`config.mk`:
```
export PLATFORM = sky130hd
export DESIGN_NAME = altitude_floor_recovery_fsm
export DESIGN_NICKNAME = d
export VERILOG_FILES = /design/src/rtl/altfl_pkg.sv /design/src/rtl/altitude_floor_recovery_fsm.sv /design/src/rtl/altfl_cfg.sv /design/src/rtl/altfl_core.sv
export SDC_FILE = /design/constraint.sdc
export NUM_CORES = 1
export LEC_CHECK = 0
export ABC_AREA = 1
export CORE_ASPECT_RATIO = 1.25
export CORE_UTILIZATION = 50
export DETAILED_ROUTE_END_ITERATION = 10
export DONT_BUFFER_PORTS = 1
export GPL_ROUTABILITY_DRIVEN = 0
export GPL_TIMING_DRIVEN = 0
export PLACE_DENSITY = 0.61
export REMOVE_ABC_BUFFERS = 1
export SLEW_MARGIN = 30
export SYNTH_ARGS = -nofsm -noshare
export SYNTH_HDL_FRONTEND = slang
export SYNTH_SLANG_ARGS = --single-unit
```
`constraint.sdc`:
```
create_clock -name aclk -period 6.9 [get_ports aclk]
set_input_delay 0.345 -clock aclk [delete_from_list [all_inputs] [get_ports aclk]]
set_output_delay 0.345 -clock aclk [all_outputs]
set_load 0.03 [all_outputs]
```
`src/rtl/altfl_pkg.sv`:
```
`timescale 1ns / 1ps
`default_nettype none
// ============================================================================
// altfl_pkg
// Shared types, register indexes and helpers for the altitude floor block.
// ============================================================================
package altfl_pkg;

    // receiver stick centre position, raw units
    localparam int STICK_CENTER = 1500;

    // orbit bank and pitch limits, centidegrees
    localparam logic [11:0]        ORBIT_BANK_CDEG = 12'd2200;
    localparam logic signed [25:0] ORBIT_PITCH_MIN = -26'sd500;
    localparam logic signed [25:0] ORBIT_PITCH_MAX = 26'sd1000;

    // configuration register indexes
    localparam logic [1:0] REG_FLOOR_ALT   = 2'd0;
    localparam logic [1:0] REG_FLOOR_MRG   = 2'd1;
    localparam logic [1:0] REG_CLIMB_PITCH = 2'd2;
    localparam logic [1:0] REG_DEADBAND    = 2'd3;

    // widths of the config port
    localparam int CFG_ADDR_W = 2;
    localparam int CFG_DATA_W = 14;

    // packed stream widths (padded to whole bytes)
    localparam int IN_DATA_W  = 136;
    localparam int OUT_DATA_W = 120;

    // derived settings handed from the register file to the core
    typedef struct packed {
        logic [20:0] floor_cm;
        logic [20:0] top_cm;
        logic [14:0] climb_cdeg;
        logic [7:0]  deadband;
    } cfg_t;

    // one input item
    typedef struct packed {
        logic               enabled;
        logic signed [23:0] altitude_cm;
        logic signed [15:0] climb_rate_cms;
        logic signed [31:0] position_x_cm;
        logic signed [31:0] position_y_cm;
        logic               position_healthy;
        logic [11:0]        roll_stick;
        logic [11:0]        pitch_stick;
    } in_item_t;

    // one result item
    typedef struct packed {
        logic               floor_armed;
        logic               recovery_active;
        logic               orbit_active;
        logic               orbit_by_nav;
        logic               nav_activate;
        logic               nav_assert;
        logic               nav_abort;
        logic signed [31:0] anchor_x_cm;
        logic signed [31:0] anchor_y_cm;
        logic [20:0]        anchor_z_cm;
        logic signed [14:0] pitch_cmd_cdeg;
        logic [11:0]        roll_cmd_cdeg;
    } result_t;

    // stick offset from centre beyond the deadband
    function automatic logic stick_deflected(input logic [11:0] raw, input logic [7:0] band);
        logic signed [12:0] d;
        logic [12:0]        mag;
        d   = $signed({1'b0, raw}) - $signed(13'(STICK_CENTER));
        mag = d[12] ? (~d + 13'd1) : d;
        return mag > {5'b0, band};
    endfunction

endpackage
`default_nettype wire

```
`src/rtl/altitude_floor_recovery_fsm.sv`:
```
`timescale 1ns / 1ps
`default_nettype none
// ============================================================================
// altitude_floor_recovery_fsm
// Altitude floor guard with climb, orbit and stick release, one item a tick.
// ============================================================================
// Usage:
//   s_ carries one control tick's sensor and stick item, m_ one command item
//   per input item, in order. The cfg_ port writes the floor, margin, climb
//   pitch and deadband registers; write only while no item is in flight.
//   Path: an accepted item passes the input register, then the result
//   register, with the state update between them.
//   Throughput: one item per clock while m_tready stays high; the state
//   flags feed back before the next item, so consecutive items need no gap.
//   Stall: when m_tready is low the result register holds and the input
//   register still takes one more item; after that s_tready drops until the
//   result is taken.
//   Reset (aresetn low, synchronous): all flags and the anchor clear to zero,
//   the registers return to 50 m floor, 10 m margin, 20 deg climb and
//   deadband 5, and both channels come up empty.
// ============================================================================
module altitude_floor_recovery_fsm (
    input  wire logic                             aclk,
    input  wire logic                             aresetn,
    // config write port
    input  wire logic                             cfg_we,
    input  wire logic [altfl_pkg::CFG_ADDR_W-1:0] cfg_addr,
    input  wire logic [altfl_pkg::CFG_DATA_W-1:0] cfg_wdata,
    // input items
    input  wire logic                             s_tvalid,
    output logic                                  s_tready,
    // enabled, altitude_cm, climb_rate_cms, position_x_cm, position_y_cm,
    // position_healthy, roll_stick, pitch_stick, zero pad
    input  wire logic [altfl_pkg::IN_DATA_W-1:0]  s_tdata,
    // result items
    output logic                                  m_tvalid,
    input  wire logic                             m_tready,
    // floor_armed, recovery_active, orbit_active, orbit_by_nav, nav_activate,
    // nav_assert, nav_abort, anchor_x_cm, anchor_y_cm, anchor_z_cm,
    // pitch_cmd_cdeg, roll_cmd_cdeg, zero pad
    output logic [altfl_pkg::OUT_DATA_W-1:0]      m_tdata
);

    altfl_pkg::cfg_t     cfg;
    altfl_pkg::in_item_t item_reg;
    altfl_pkg::result_t  res, res_reg;
    logic                in_valid_reg;
    logic                out_valid_reg;
    logic                advance;
    logic                fire;

    altfl_cfg u_cfg (
        .aclk      (aclk),
        .aresetn   (aresetn),
        .cfg_we    (cfg_we),
        .cfg_addr  (cfg_addr),
        .cfg_wdata (cfg_wdata),
        .cfg       (cfg)
    );

    // pipeline handshake
    assign advance  = !out_valid_reg || m_tready;
    assign fire     = in_valid_reg && advance;
    assign s_tready = !in_valid_reg || advance;

    // input register
    always_ff @(posedge aclk) begin
        if (!aresetn) begin
            in_valid_reg <= 1'b0;
        end else if (s_tready) begin
            in_valid_reg <= s_tvalid;
        end
    end

    always_ff @(posedge aclk) begin
        if (s_tready && s_tvalid) begin
            item_reg.enabled          <= s_tdata[0];
            item_reg.altitude_cm      <= s_tdata[24:1];
            item_reg.climb_rate_cms   <= s_tdata[40:25];
            item_reg.position_x_cm    <= s_tdata[72:41];
            item_reg.position_y_cm    <= s_tdata[104:73];
            item_reg.position_healthy <= s_tdata[105];
            item_reg.roll_stick       <= s_tdata[117:106];
            item_reg.pitch_stick      <= s_tdata[129:118];
        end
    end

    altfl_core u_core (
        .aclk    (aclk),
        .aresetn (aresetn),
        .fire    (fire),
        .item    (item_reg),
        .cfg     (cfg),
        .res     (res)
    );

    // result register
    always_ff @(posedge aclk) begin
        if (!aresetn) begin
            out_valid_reg <= 1'b0;
        end else if (advance) begin
            out_valid_reg <= in_valid_reg;
        end
    end

    always_ff @(posedge aclk) begin
        if (fire) begin
            res_reg <= res;
        end
    end

    // pack result fields, lowest first
    assign m_tvalid         = out_valid_reg;
    assign m_tdata[0]       = res_reg.floor_armed;
    assign m_tdata[1]       = res_reg.recovery_active;
    assign m_tdata[2]       = res_reg.orbit_active;
    assign m_tdata[3]       = res_reg.orbit_by_nav;
    assign m_tdata[4]       = res_reg.nav_activate;
    assign m_tdata[5]       = res_reg.nav_assert;
    assign m_tdata[6]       = res_reg.nav_abort;
    assign m_tdata[38:7]    = res_reg.anchor_x_cm;
    assign m_tdata[70:39]   = res_reg.anchor_y_cm;
    assign m_tdata[91:71]   = res_reg.anchor_z_cm;
    assign m_tdata[106:92]  = res_reg.pitch_cmd_cdeg;
    assign m_tdata[118:107] = res_reg.roll_cmd_cdeg;
    assign m_tdata[119]     = 1'b0;

endmodule
`default_nettype wire

```
`src/rtl/altfl_cfg.sv`:
```
`timescale 1ns / 1ps
`default_nettype none
// ============================================================================
// altfl_cfg
// Configuration registers and their centimetre / centidegree forms.
// ============================================================================
module altfl_cfg (
    input  wire logic                            aclk,
    input  wire logic                            aresetn,
    input  wire logic                            cfg_we,
    input  wire logic [altfl_pkg::CFG_ADDR_W-1:0] cfg_addr,
    input  wire logic [altfl_pkg::CFG_DATA_W-1:0] cfg_wdata,
    output altfl_pkg::cfg_t                      cfg
);

    logic [13:0] floor_m_reg;
    logic [9:0]  margin_m_reg;
    logic [6:0]  pitch_deg_reg;
    logic [7:0]  band_reg;
    logic [20:0] floor_cm;
    logic [20:0] margin_cm;

    // register writes
    always_ff @(posedge aclk) begin
        if (!aresetn) begin
            floor_m_reg   <= 14'd50;
            margin_m_reg  <= 10'd10;
            pitch_deg_reg <= 7'd20;
            band_reg      <= 8'd5;
        end else if (cfg_we) begin
            unique case (cfg_addr)
                altfl_pkg::REG_FLOOR_ALT:   floor_m_reg   <= cfg_wdata[13:0];
                altfl_pkg::REG_FLOOR_MRG:   margin_m_reg  <= cfg_wdata[9:0];
                altfl_pkg::REG_CLIMB_PITCH: pitch_deg_reg <= cfg_wdata[6:0];
                altfl_pkg::REG_DEADBAND:    band_reg      <= cfg_wdata[7:0];
            endcase
        end
    end

    // scale metres to cm and degrees to centidegrees
    assign floor_cm       = {7'b0, floor_m_reg} * 21'd100;
    assign margin_cm      = {11'b0, margin_m_reg} * 21'd100;
    assign cfg.floor_cm   = floor_cm;
    assign cfg.top_cm     = floor_cm + margin_cm;
    assign cfg.climb_cdeg = {8'b0, pitch_deg_reg} * 15'd100;
    assign cfg.deadband   = band_reg;

endmodule
`default_nettype wire

```
`src/rtl/altfl_core.sv`:
```
`timescale 1ns / 1ps
`default_nettype none
// ============================================================================
// altfl_core
// Recovery state flags, anchor latch and command computation for one item.
// ============================================================================
module altfl_core (
    input  wire logic               aclk,
    input  wire logic               aresetn,
    input  wire logic               fire,
    input  wire altfl_pkg::in_item_t item,
    input  wire altfl_pkg::cfg_t     cfg,
    output altfl_pkg::result_t      res
);

    logic               armed_reg, armed_next;
    logic               rec_reg, rec_next;
    logic               orbit_reg, orbit_next;
    logic               nav_reg, nav_next;
    logic               cent_reg, cent_next;
    logic signed [31:0] ax_reg, ax_next;
    logic signed [31:0] ay_reg, ay_next;
    logic [20:0]        az_reg, az_next;
    logic               act, asrt, abrt, defl;
    logic signed [24:0] z_ext, floor_ext, top_ext;
    logic signed [25:0] pdiff, pclamp;

    assign z_ext     = {item.altitude_cm[23], item.altitude_cm};
    assign floor_ext = $signed({4'b0, cfg.floor_cm});
    assign top_ext   = $signed({4'b0, cfg.top_cm});
    assign defl      = altfl_pkg::stick_deflected(item.roll_stick, cfg.deadband)
                     || altfl_pkg::stick_deflected(item.pitch_stick, cfg.deadband);

    // state transition for one item
    always_comb begin
        armed_next = armed_reg;
        rec_next   = rec_reg;
        orbit_next = orbit_reg;
        nav_next   = nav_reg;
        cent_next  = cent_reg;
        ax_next    = ax_reg;
        ay_next    = ay_reg;
        az_next    = az_reg;
        act        = 1'b0;
        asrt       = 1'b0;
        abrt       = 1'b0;
        if (!item.enabled) begin
            armed_next = 1'b0;
            rec_next   = 1'b0;
            orbit_next = 1'b0;
            if (nav_reg) begin
                abrt     = 1'b1;
                nav_next = 1'b0;
            end
        end else if (!armed_reg) begin
            armed_next = z_ext > top_ext;
        end else if (!rec_reg) begin
            if (item.climb_rate_cms < 0 && z_ext < floor_ext) begin
                rec_next   = 1'b1;
                orbit_next = 1'b0;
                cent_next  = 1'b0;
                ax_next    = item.position_x_cm;
                ay_next    = item.position_y_cm;
                az_next    = cfg.top_cm;
            end
        end else begin
            // climb ends above floor plus margin
            if (!orbit_reg && z_ext > top_ext && item.climb_rate_cms > 0) begin
                orbit_next = 1'b1;
                if (item.position_healthy) begin
                    act      = 1'b1;
                    nav_next = 1'b1;
                end
            end
            asrt = nav_next;
            // pilot release: centre first, then deflect
            if (!cent_reg) begin
                cent_next = !defl;
            end else if (defl) begin
                rec_next   = 1'b0;
                orbit_next = 1'b0;
                if (nav_next) begin
                    abrt     = 1'b1;
                    nav_next = 1'b0;
                end
            end
        end
    end

    // orbit pitch toward anchor altitude, clamped
    always_comb begin
        pdiff = $signed({5'b0, cfg.top_cm}) - {{2{item.altitude_cm[23]}}, item.altitude_cm};
        priority if (pdiff < altfl_pkg::ORBIT_PITCH_MIN) begin
            pclamp = altfl_pkg::ORBIT_PITCH_MIN;
        end else if (pdiff > altfl_pkg::ORBIT_PITCH_MAX) begin
            pclamp = altfl_pkg::ORBIT_PITCH_MAX;
        end else begin
            pclamp = pdiff;
        end
    end

    // result fields after the update
    assign res.floor_armed     = armed_next;
    assign res.recovery_active = rec_next;
    assign res.orbit_active    = orbit_next;
    assign res.orbit_by_nav    = nav_next;
    assign res.nav_activate    = act;
    assign res.nav_assert      = asrt;
    assign res.nav_abort       = abrt;
    assign res.anchor_x_cm     = ax_next;
    assign res.anchor_y_cm     = ay_next;
    assign res.anchor_z_cm     = az_next;
    assign res.pitch_cmd_cdeg  = orbit_next ? pclamp[14:0] : $signed(cfg.climb_cdeg);
    assign res.roll_cmd_cdeg   = (orbit_next && !nav_next) ? altfl_pkg::ORBIT_BANK_CDEG
                                                           : 12'd0;

    // state registers
    always_ff @(posedge aclk) begin
        if (!aresetn) begin
            armed_reg <= 1'b0;
            rec_reg   <= 1'b0;
            orbit_reg <= 1'b0;
            nav_reg   <= 1'b0;
            cent_reg  <= 1'b0;
            ax_reg    <= '0;
            ay_reg    <= '0;
            az_reg    <= '0;
        end else if (fire) begin
            armed_reg <= armed_next;
            rec_reg   <= rec_next;
            orbit_reg <= orbit_next;
            nav_reg   <= nav_next;
            cent_reg  <= cent_next;
            ax_reg    <= ax_next;
            ay_reg    <= ay_next;
            az_reg    <= az_next;
        end
    end

    // flag hierarchy: nav orbit inside orbit inside recovery inside armed
    a_nav_in_orbit: assert property (@(posedge aclk) disable iff (!aresetn)
        nav_reg |-> orbit_reg) else $error("nav orbit without orbit phase");
    a_orbit_in_rec: assert property (@(posedge aclk) disable iff (!aresetn)
        orbit_reg |-> rec_reg) else $error("orbit phase without recovery");
    a_rec_in_armed: assert property (@(posedge aclk) disable iff (!aresetn)
        rec_reg |-> armed_reg) else $error("recovery while not armed");
    a_abort_clears: assert property (@(posedge aclk) disable iff (!aresetn)
        fire && abrt |=> !nav_reg) else $error("nav orbit kept after abort");

endmodule
`default_nettype wire
```
==> results.txt, run 1 <==
The number of design rule violations left after detail routing came out at 0. In this run the worst hold path is classified as in -> reg. The overall fraction of global-route tracks in use is 23.25%. The width of the chip came out at about 180 um. Sequential elements use 46.83% of the synthesized area. The post-route antenna net violation count came out at 0. The portion of synthesized cell area occupied by the leading cell type came out at 34.26%. The post-synthesis cell count came out at 2,482. The maximum vdd ir drop came out at 297.0 uV.

The cell with the largest stage delay on the worst path is fa_1. The area used by multi-input combinational logic is 0.009525 mm^2. The dominant synthesized flop cell is edfxtp_1.

The length of the first detailed-routing pass in iterations came out at 7. The number of design-rule violations left by the first detailed-router iteration is 838. STA classifies the critical path endpoint as a flip-flop.

The most critical setup path has its startpoint at u_cfg.margin_m_reg[2]$_SDFFE_PN0P_. The end of the worst register-to-register path is m_tdata[94]$_DFFE_PP_. The normalized max-slew margin came out at 44.70%. The count of final max-slew check failures is 0.

The count of fill cells added during filler insertion is 3,627. The overall via count from detail_route came out at 16,450. The cell type with the highest aggregate area in the netlist is edfxtp_1. The flow ran to the end, and the final reports show no timing, DRC or antenna violations. The number of warning messages in the yosys log came out at 0.

The power density over cell area came out at 304.9 mW/mm^2. The register with the most flip-flops in the layout has 130 of them. The number of input and output port buffers inserted is 0. The H-tree generated during clock tree synthesis spans 2 levels. The cell seen most often among critical-path stages is nand2_1. The clock sink total is approximately 370. The worst-margin pin slew came out at roughly 0.8 ns.

The number of global-route vias before repair came out at 15,790. In this run the cell area of the synthesized design comes to 0.02086 mm^2. The synthesized design contains 238 enable-type register cells. In this run the core area contains 83 standard-cell rows. Of all nets on the critical path, the largest fanout is 24. The pin count of the biggest net entering global routing is 119. nand2_1 is the most common cell in the netlist.

The share of post-route cells with drive strength above 1 came out at 5.995%. Once layout is complete, the utilization of the core stands at 59.34%. The clock period minus worst slack came out at 6.480 ns. The depth of the worst register-to-register path is 31.

After detailed routing, the total wire length is 49.31 mm. The total clock buffers created by CTS is 40. The distinct cell type count after synthesis is 54.

The total of flip-flops plus latches after synthesis came out at 369. The setup-violating endpoint count in the final report came out at 0. At the later pin of the worst-skew pair, clock insertion delay measures approximately 0.57 ns.

The maximum number of buffers from clock root to sink is 3. In the post-synthesis netlist, the biggest area contributors are edfxtp_1 34%, dfxtp_1 13%, nand2_1 12%. The summed area of non-filler cells in the final layout came out at about 0.024 mm^2. The minimum hold slack came out at 0.05354 ns. The highest cell delay on the worst timing path is 0.46 ns.

Max-cap violations in this run came to 0. The mean number of vias per cell came out at 5.132. The number of hold violations in the final report was 0. The signal arrival time at the worst endpoint is 6.79 ns. For this run, asynchronously set or reset flops after synthesis account for 0%. In the final layout, flip-flops and latches occupy 0.009781 mm^2.

Clock skew on the completed layout was measured at 0.01724 ns. The synthesized area per cell came out at 8.406 um^2. The floorplan die area is 0.04255 mm^2. The end point of the critical path is m_tdata[94]$_DFFE_PP_. The required time of the worst setup path came out at ~7 ns. The initial core utilization is 50.73%. The die extent in y is 230.4 um.

The initial antenna violation count came out at 1. The clock tree from TritonCTS is yes. The wire length per cell after detailed routing is 15.38 um.

The commonest cells after synthesis are 661 x nand2_1, 362 x inv_1, 267 x nor2_1, 238 x edfxtp_1, 176 x ha_1. The placeable core region came out at 0.04112 mm^2. The cell leakage power came out at 11.61 nW. The first global-routing pass estimated 78.09 mm of wire. STA classifies the critical path startpoint as a flip-flop. The startpoint identified for the worst register-to-register timing path is u_cfg.margin_m_reg[2]$_SDFFE_PN0P_.

For this run, the top clock speed supported by timing is 0.1543 GHz. For flop-to-flop paths, the worst setup slack is 0.42 ns. The total chip power is 7.440 mW.

The post-CTS clock slew at the launch and capture registers of the worst setup and hold paths is approximately 0.06 ns. The synthesis-to-layout area growth came out at 16.98%. The fraction of the cycle the final worst path needs is between 90% and 100%. The post-placement cell area came out at 0.02130 mm^2.

After global routing the overflow that remains totals 0. The number of nets at the end of the flow is 2,970. The total I/O pin count is 279.

The detailed-placement wirelength estimate is 33.96 mm. The tree is rooted in a clkbuf_16. The critical path is of the reg -> reg type.
==> kinds of logic after synthesis <==
kind of cell | Yosys count | synth area share [%]
adder cells (fa/ha/maj) | 193 | 12.19
flip-flops | 369 | 46.83
other | 1 | 0.01797
XOR/XNOR | 60 | 2.519
AO/OA/AOI/OAI | 236 | 6.201
AND/OR/NAND/NOR | 1187 | 23.52
buffers and inverters | 436 | 8.732
==> through the flow <==
step            TNS (ns)  std cells  worst slack [ns]
4_1_cts                0       3198           0.08164
3_3_place_gp     -101.09       2971           -0.8315
2_1_floorplan          0       2419             1.113
5_1_grt        -0.003851       3205         -0.003851
3_5_place_dp           0       2977           0.01075
6_report               0       3206            0.4198
==> layout by cell type, fill, tap and decap left out, drive strengths merged, types with 2 or more instances in the layout <==
cell and instances:
and2 2, dfxtp 131, o211ai 3, a31oi 2
a211oi 2, conb 9, a21o 6, nor3 14
edfxtp 238, fa 17, clkinv 15, xor2 45
nand3b 3, xnor2 15, nand4 39, inv 366
bufinv 2, o21ai 107, dlygate4sd3 146, nor2 267
clkbuf 56, diode 2, o21bai 2, a21boi 3
nand3 178, a21oi 100, nor4 4, nand2 680
buf 12, o21a 2, ha 176
==> timing repair <==
item                       CTS  global route
buffers inserted             0             5
gates resized for setup      1            62
gates cloned                 0             1
pin swaps                    0             7
hold endpoints to repair   185             0
setup endpoints to repair    3           185
hold buffers               147             0
==> worst max-delay path: cells and delay by family (launching register included) <==
kind / cells / cell delay (ns)
AOI/OAI and AO/OA: 7 / 1.35
buffers and inverters: 1 / 0.08
xor gates and xnor gates: 2 / 0.41
DFF: 1 / 0.35
adders and majority gates: 6 / 2.13
and+or+nand+nor: 15 / 1.89
==> per-layer routing <==
layer	vias up	routed length (um)	track usage [%]
met3	87	3257	5.648
met5	-	0	0
li1	8331	-	-
met4	0	1555	8.807
met2	449	24570	40.85
met1	7585	19930	27.14
==> worst min path at each step <==
| stage | from | end | cells after the start |
|---|---|---|---|
| floorplan | u_core.az_reg[0]$_SDFFE_PN0P_ | u_core.az_reg[0]$_SDFFE_PN0P_ | 2 |
| global placement | u_core.az_reg[0]$_SDFFE_PN0P_ | u_core.az_reg[0]$_SDFFE_PN0P_ | 2 |
| detailed placement | u_core.az_reg[0]$_SDFFE_PN0P_ | u_core.az_reg[0]$_SDFFE_PN0P_ | 2 |
| CTS | cfg_wdata[5] | u_cfg.pitch_deg_reg[5]$_SDFFE_PN0P_ | 2 |
| global route | cfg_wdata[5] | u_cfg.pitch_deg_reg[5]$_SDFFE_PN0P_ | 2 |
| finish | cfg_wdata[5] | u_cfg.pitch_deg_reg[5]$_SDFFE_PN0P_ | 2 |
==> power breakdown <==
part / internal [mW] / total [mW] / switching [mW]
combinational: 0.924 / 2.64 / 1.72
sequential: 2.50 / 2.64 / 0.147
clock: 1.26 / 2.16 / 0.901
total: 4.68 / 7.44 / 2.76
==> final cells by class <==
type                            count  area share [%]
Clock buffer                       56           4.722
Tap cell                          552           2.830
Antenna cell                        2         0.02051
Multi-Input combinational cell   1686           39.03
Clock inverter                     18          0.7331
Sequential cell                   369           40.08
Inverter                          365           5.747
Timing Repair Buffer              158           6.839
Power figures use the tool's default switching activity.
==> run 2, diff against run 1 <==
CORE_UTILIZATION = 65   (was 50)
PLACE_DENSITY = 0.77   (was 0.61)
==> run 2 against run 1 <==
Against the previous run: cell count decreased by 4.7%; sequential power about the same; flip-flop and latch count unchanged; critical path type unchanged; total power decreased by 2.1%; first-iteration DRC count increased by 64%.
==> results.txt, run 2 (same netlist as run 1, synthesis figures left out) <==
The flow ran to the end, and the final reports show no timing, DRC or antenna violations. The maximum vdd ir drop came out at 274.9 uV (-7.4%). The number of design-rule violations left by the first detailed-router iteration is 1,376 (+64%). The initial antenna violation count came out at 1 (unchanged). The number of input and output port buffers inserted came out at 0 (unchanged). The initial core utilization is 65.82% (+15 points). The mean number of vias per cell came to 5.608 (+9.3%). The root buffer cell chosen for the clock tree is clkbuf_16. The least setup slack across all paths after layout came out at 0.3222 ns (-0.09763 ns).

The startpoint-to-endpoint class of the critical path is reg -> reg. The number of flip-flops under the largest register name came out at 130 (unchanged). TritonCTS built the clock tree. The maximum number of buffers from clock root to sink is 3 (unchanged). The most frequent standard cell in the layout excluding fill and tap cells is nand2_1.

The fraction of the cycle the final worst path needs came out at 95.33% (+1.4 points). The floorplan die area came out at 0.03282 mm^2 (-23%). The post-route antenna net violation count was 0 (unchanged).

The detailed-route wire length was 50.86 mm (+3.1%). The clock latency on the worst-skew pair is 0.55 ns (-0.02 ns). The width of the chip is 162.2 um (-12%). The placeable core region is 0.03169 mm^2 (-23%).

The post-CTS clock slew at the launch and capture registers of the worst setup and hold paths came out at 0.06 ns (about the same). The signal arrival time at the worst endpoint came out at 6.88 ns (+0.09 ns). The cell leakage power came to 11.52 nW (-0.79%). The highest cell delay on the worst timing path came out at 0.49 ns (+0.03 ns). The die extent in y is 202.3 um (-12%). The final clock skew was 0.01959 ns (+0.002350 ns). The worst hold path class is in -> reg. The slowest stage of the critical path belongs to the cell dfxtp_1. The clock period minus worst slack came out at 6.578 ns (+0.09763 ns). The synthesis-to-layout area growth came out at 15.34%. The non-filler instance count after layout came to 3,056 (-4.7%).

The overall via count from detail_route is 17,140 (+4.2%). The total clock buffers created by CTS is 37 (-7.5%). Leaving out fill and tap cells, the most frequent cells in the layout are 655 x nand2_1, 358 x inv_1, 260 x nor2_1.

The final cell utilization of the core is 75.92% (+17 points). The final setup TNS came to 0 ns (unchanged). The achievable clock frequency was 0.1520 GHz (-1.5%).

The overall fraction of global-route tracks in use was 30.85% (+7.6 points). The detailed-placement wirelength estimate is 32.82 mm (-3.3%). The placement row count is 73 (-12%).

The power density over cell area came to 302.6 mW/mm^2 (-0.74%). The wire length of the first global-routing pass was 79.96 mm (+2.4%). The count of final max-slew check failures is 0 (unchanged).

The number of hold violations in the final report came out at 0 (unchanged). The normalized max-slew margin came out at 35.12% (-9.6 points). The total congestion overflow came out at 0 (unchanged). The largest fanout of any net on the critical path is 24 (unchanged). The setup slack at placement is -0.04865 ns (-0.05939 ns). The total I/O pin count was 279 (unchanged). In this design, the critical path's most frequently occurring cell is nand2_1. The setup-violating endpoint count in the final report came to 0 (unchanged).

The pin count of the biggest net entering global routing is 123 (+3.4%). The share of post-route cells with drive strength above 1 came out at 5.562% (-0.43 points). The worst-margin pin slew is 0.9697 ns (+0.1465 ns). The startpoint type of the worst setup path is a flip-flop.

The number of nets at the end of the flow is 2,966 (-0.13%). The count of max-cap constraint violations came out at 0 (unchanged). The required time of the worst setup path is 7.20 ns (about the same). The count of H-tree levels built during CTS was 2 (unchanged). The number of global-route vias before repair came out at 16,620 (+5.2%). The number of placed cells counting well taps came out at 2,837 (-4.7%). The wire length per cell after detailed routing is 16.64 um (+8.2%). The worst setup path is captured at a flip-flop. The clock sink total came out at 369 (unchanged).

The length of the first detailed-routing pass in iterations is 5 (-2). The number of design rule violations left after detail routing came out at 0 (unchanged).
==> run 2: layout make-up <==
cell class | instances | area (um^2)
Multi-Input combinational cell | 1686 | 9503
Sequential cell | 369 | 9777
Clock inverter | 13 | 147.6
Fill cell | 2144 | 7632
Clock buffer | 53 | 1057
Inverter | 365 | 1393
Antenna cell | 1 | 2.502
Timing Repair Buffer | 157 | 1667
Tap cell | 412 | 515.5
==> run 2: worst max-delay path, delay by kind of cell (launching register included) <==
kind                       cells  cell delay [ns]
adders and majority gates      6             1.97
DFF                            1             0.49
AOI/OAI and AO/OA              7             1.09
and+or+nand+nor               20             2.43
xor gates and xnor gates       1             0.20
buffers and inverters          2             0.13
==> run 2: through the flow <==
stage	power (mW)	instance area, um^2	hold WS (ns)
after floorplan	4.562	20440	0.4084
after global placement	5.048	20960	0.4145
after detailed placement	5.080	21140	0.4246
after CTS	7.160	23810	0.0005686
after global routing	7.706	24060	0.01990
final	7.281	24060	0.01658
==> run 2: worst paths after layout <==
check	from	endpoint	slack (ns)	cells after the start
setup / recovery	u_cfg.margin_m_reg[1]$_SDFFE_PN1P_	m_tdata[99]$_DFFE_PP_	0.32	36
hold / removal	cfg_wdata[10]	u_cfg.floor_m_reg[10]$_SDFFE_PN0P_	0.02	2
setup reg to reg	u_cfg.margin_m_reg[1]$_SDFFE_PN1P_	m_tdata[99]$_DFFE_PP_	0.32	36
hold reg to reg	u_core.az_reg[0]$_SDFFE_PN0P_	u_core.az_reg[0]$_SDFFE_PN0P_	0.43	2
==> run 2: repair_timing <==
action / in CTS / in global routing
pin swaps: 0 / 7
hold buffers: 146 / 0
endpoints found under the setup margin: 14 / 23
hold endpoints to repair: 183 / 0
buffers inserted: 0 / 5
resized for setup: 1 / 51
gates cloned: 0 / 1
==> run 2: per-layer routing <==
metal,global-route usage (%),part of all wire (%)
met5,0,0
met4,17.22,5.3
met3,7.449,7.3
met2,53.80,50
met1,34.18,38
==> run 2: where the power goes <==
group          switching, mW  internal (mW)  total [mW]
logic                   1.72          0.905        2.62
registers              0.151           2.50        2.65
clock network          0.857           1.15        2.01
total                   2.73           4.55        7.28
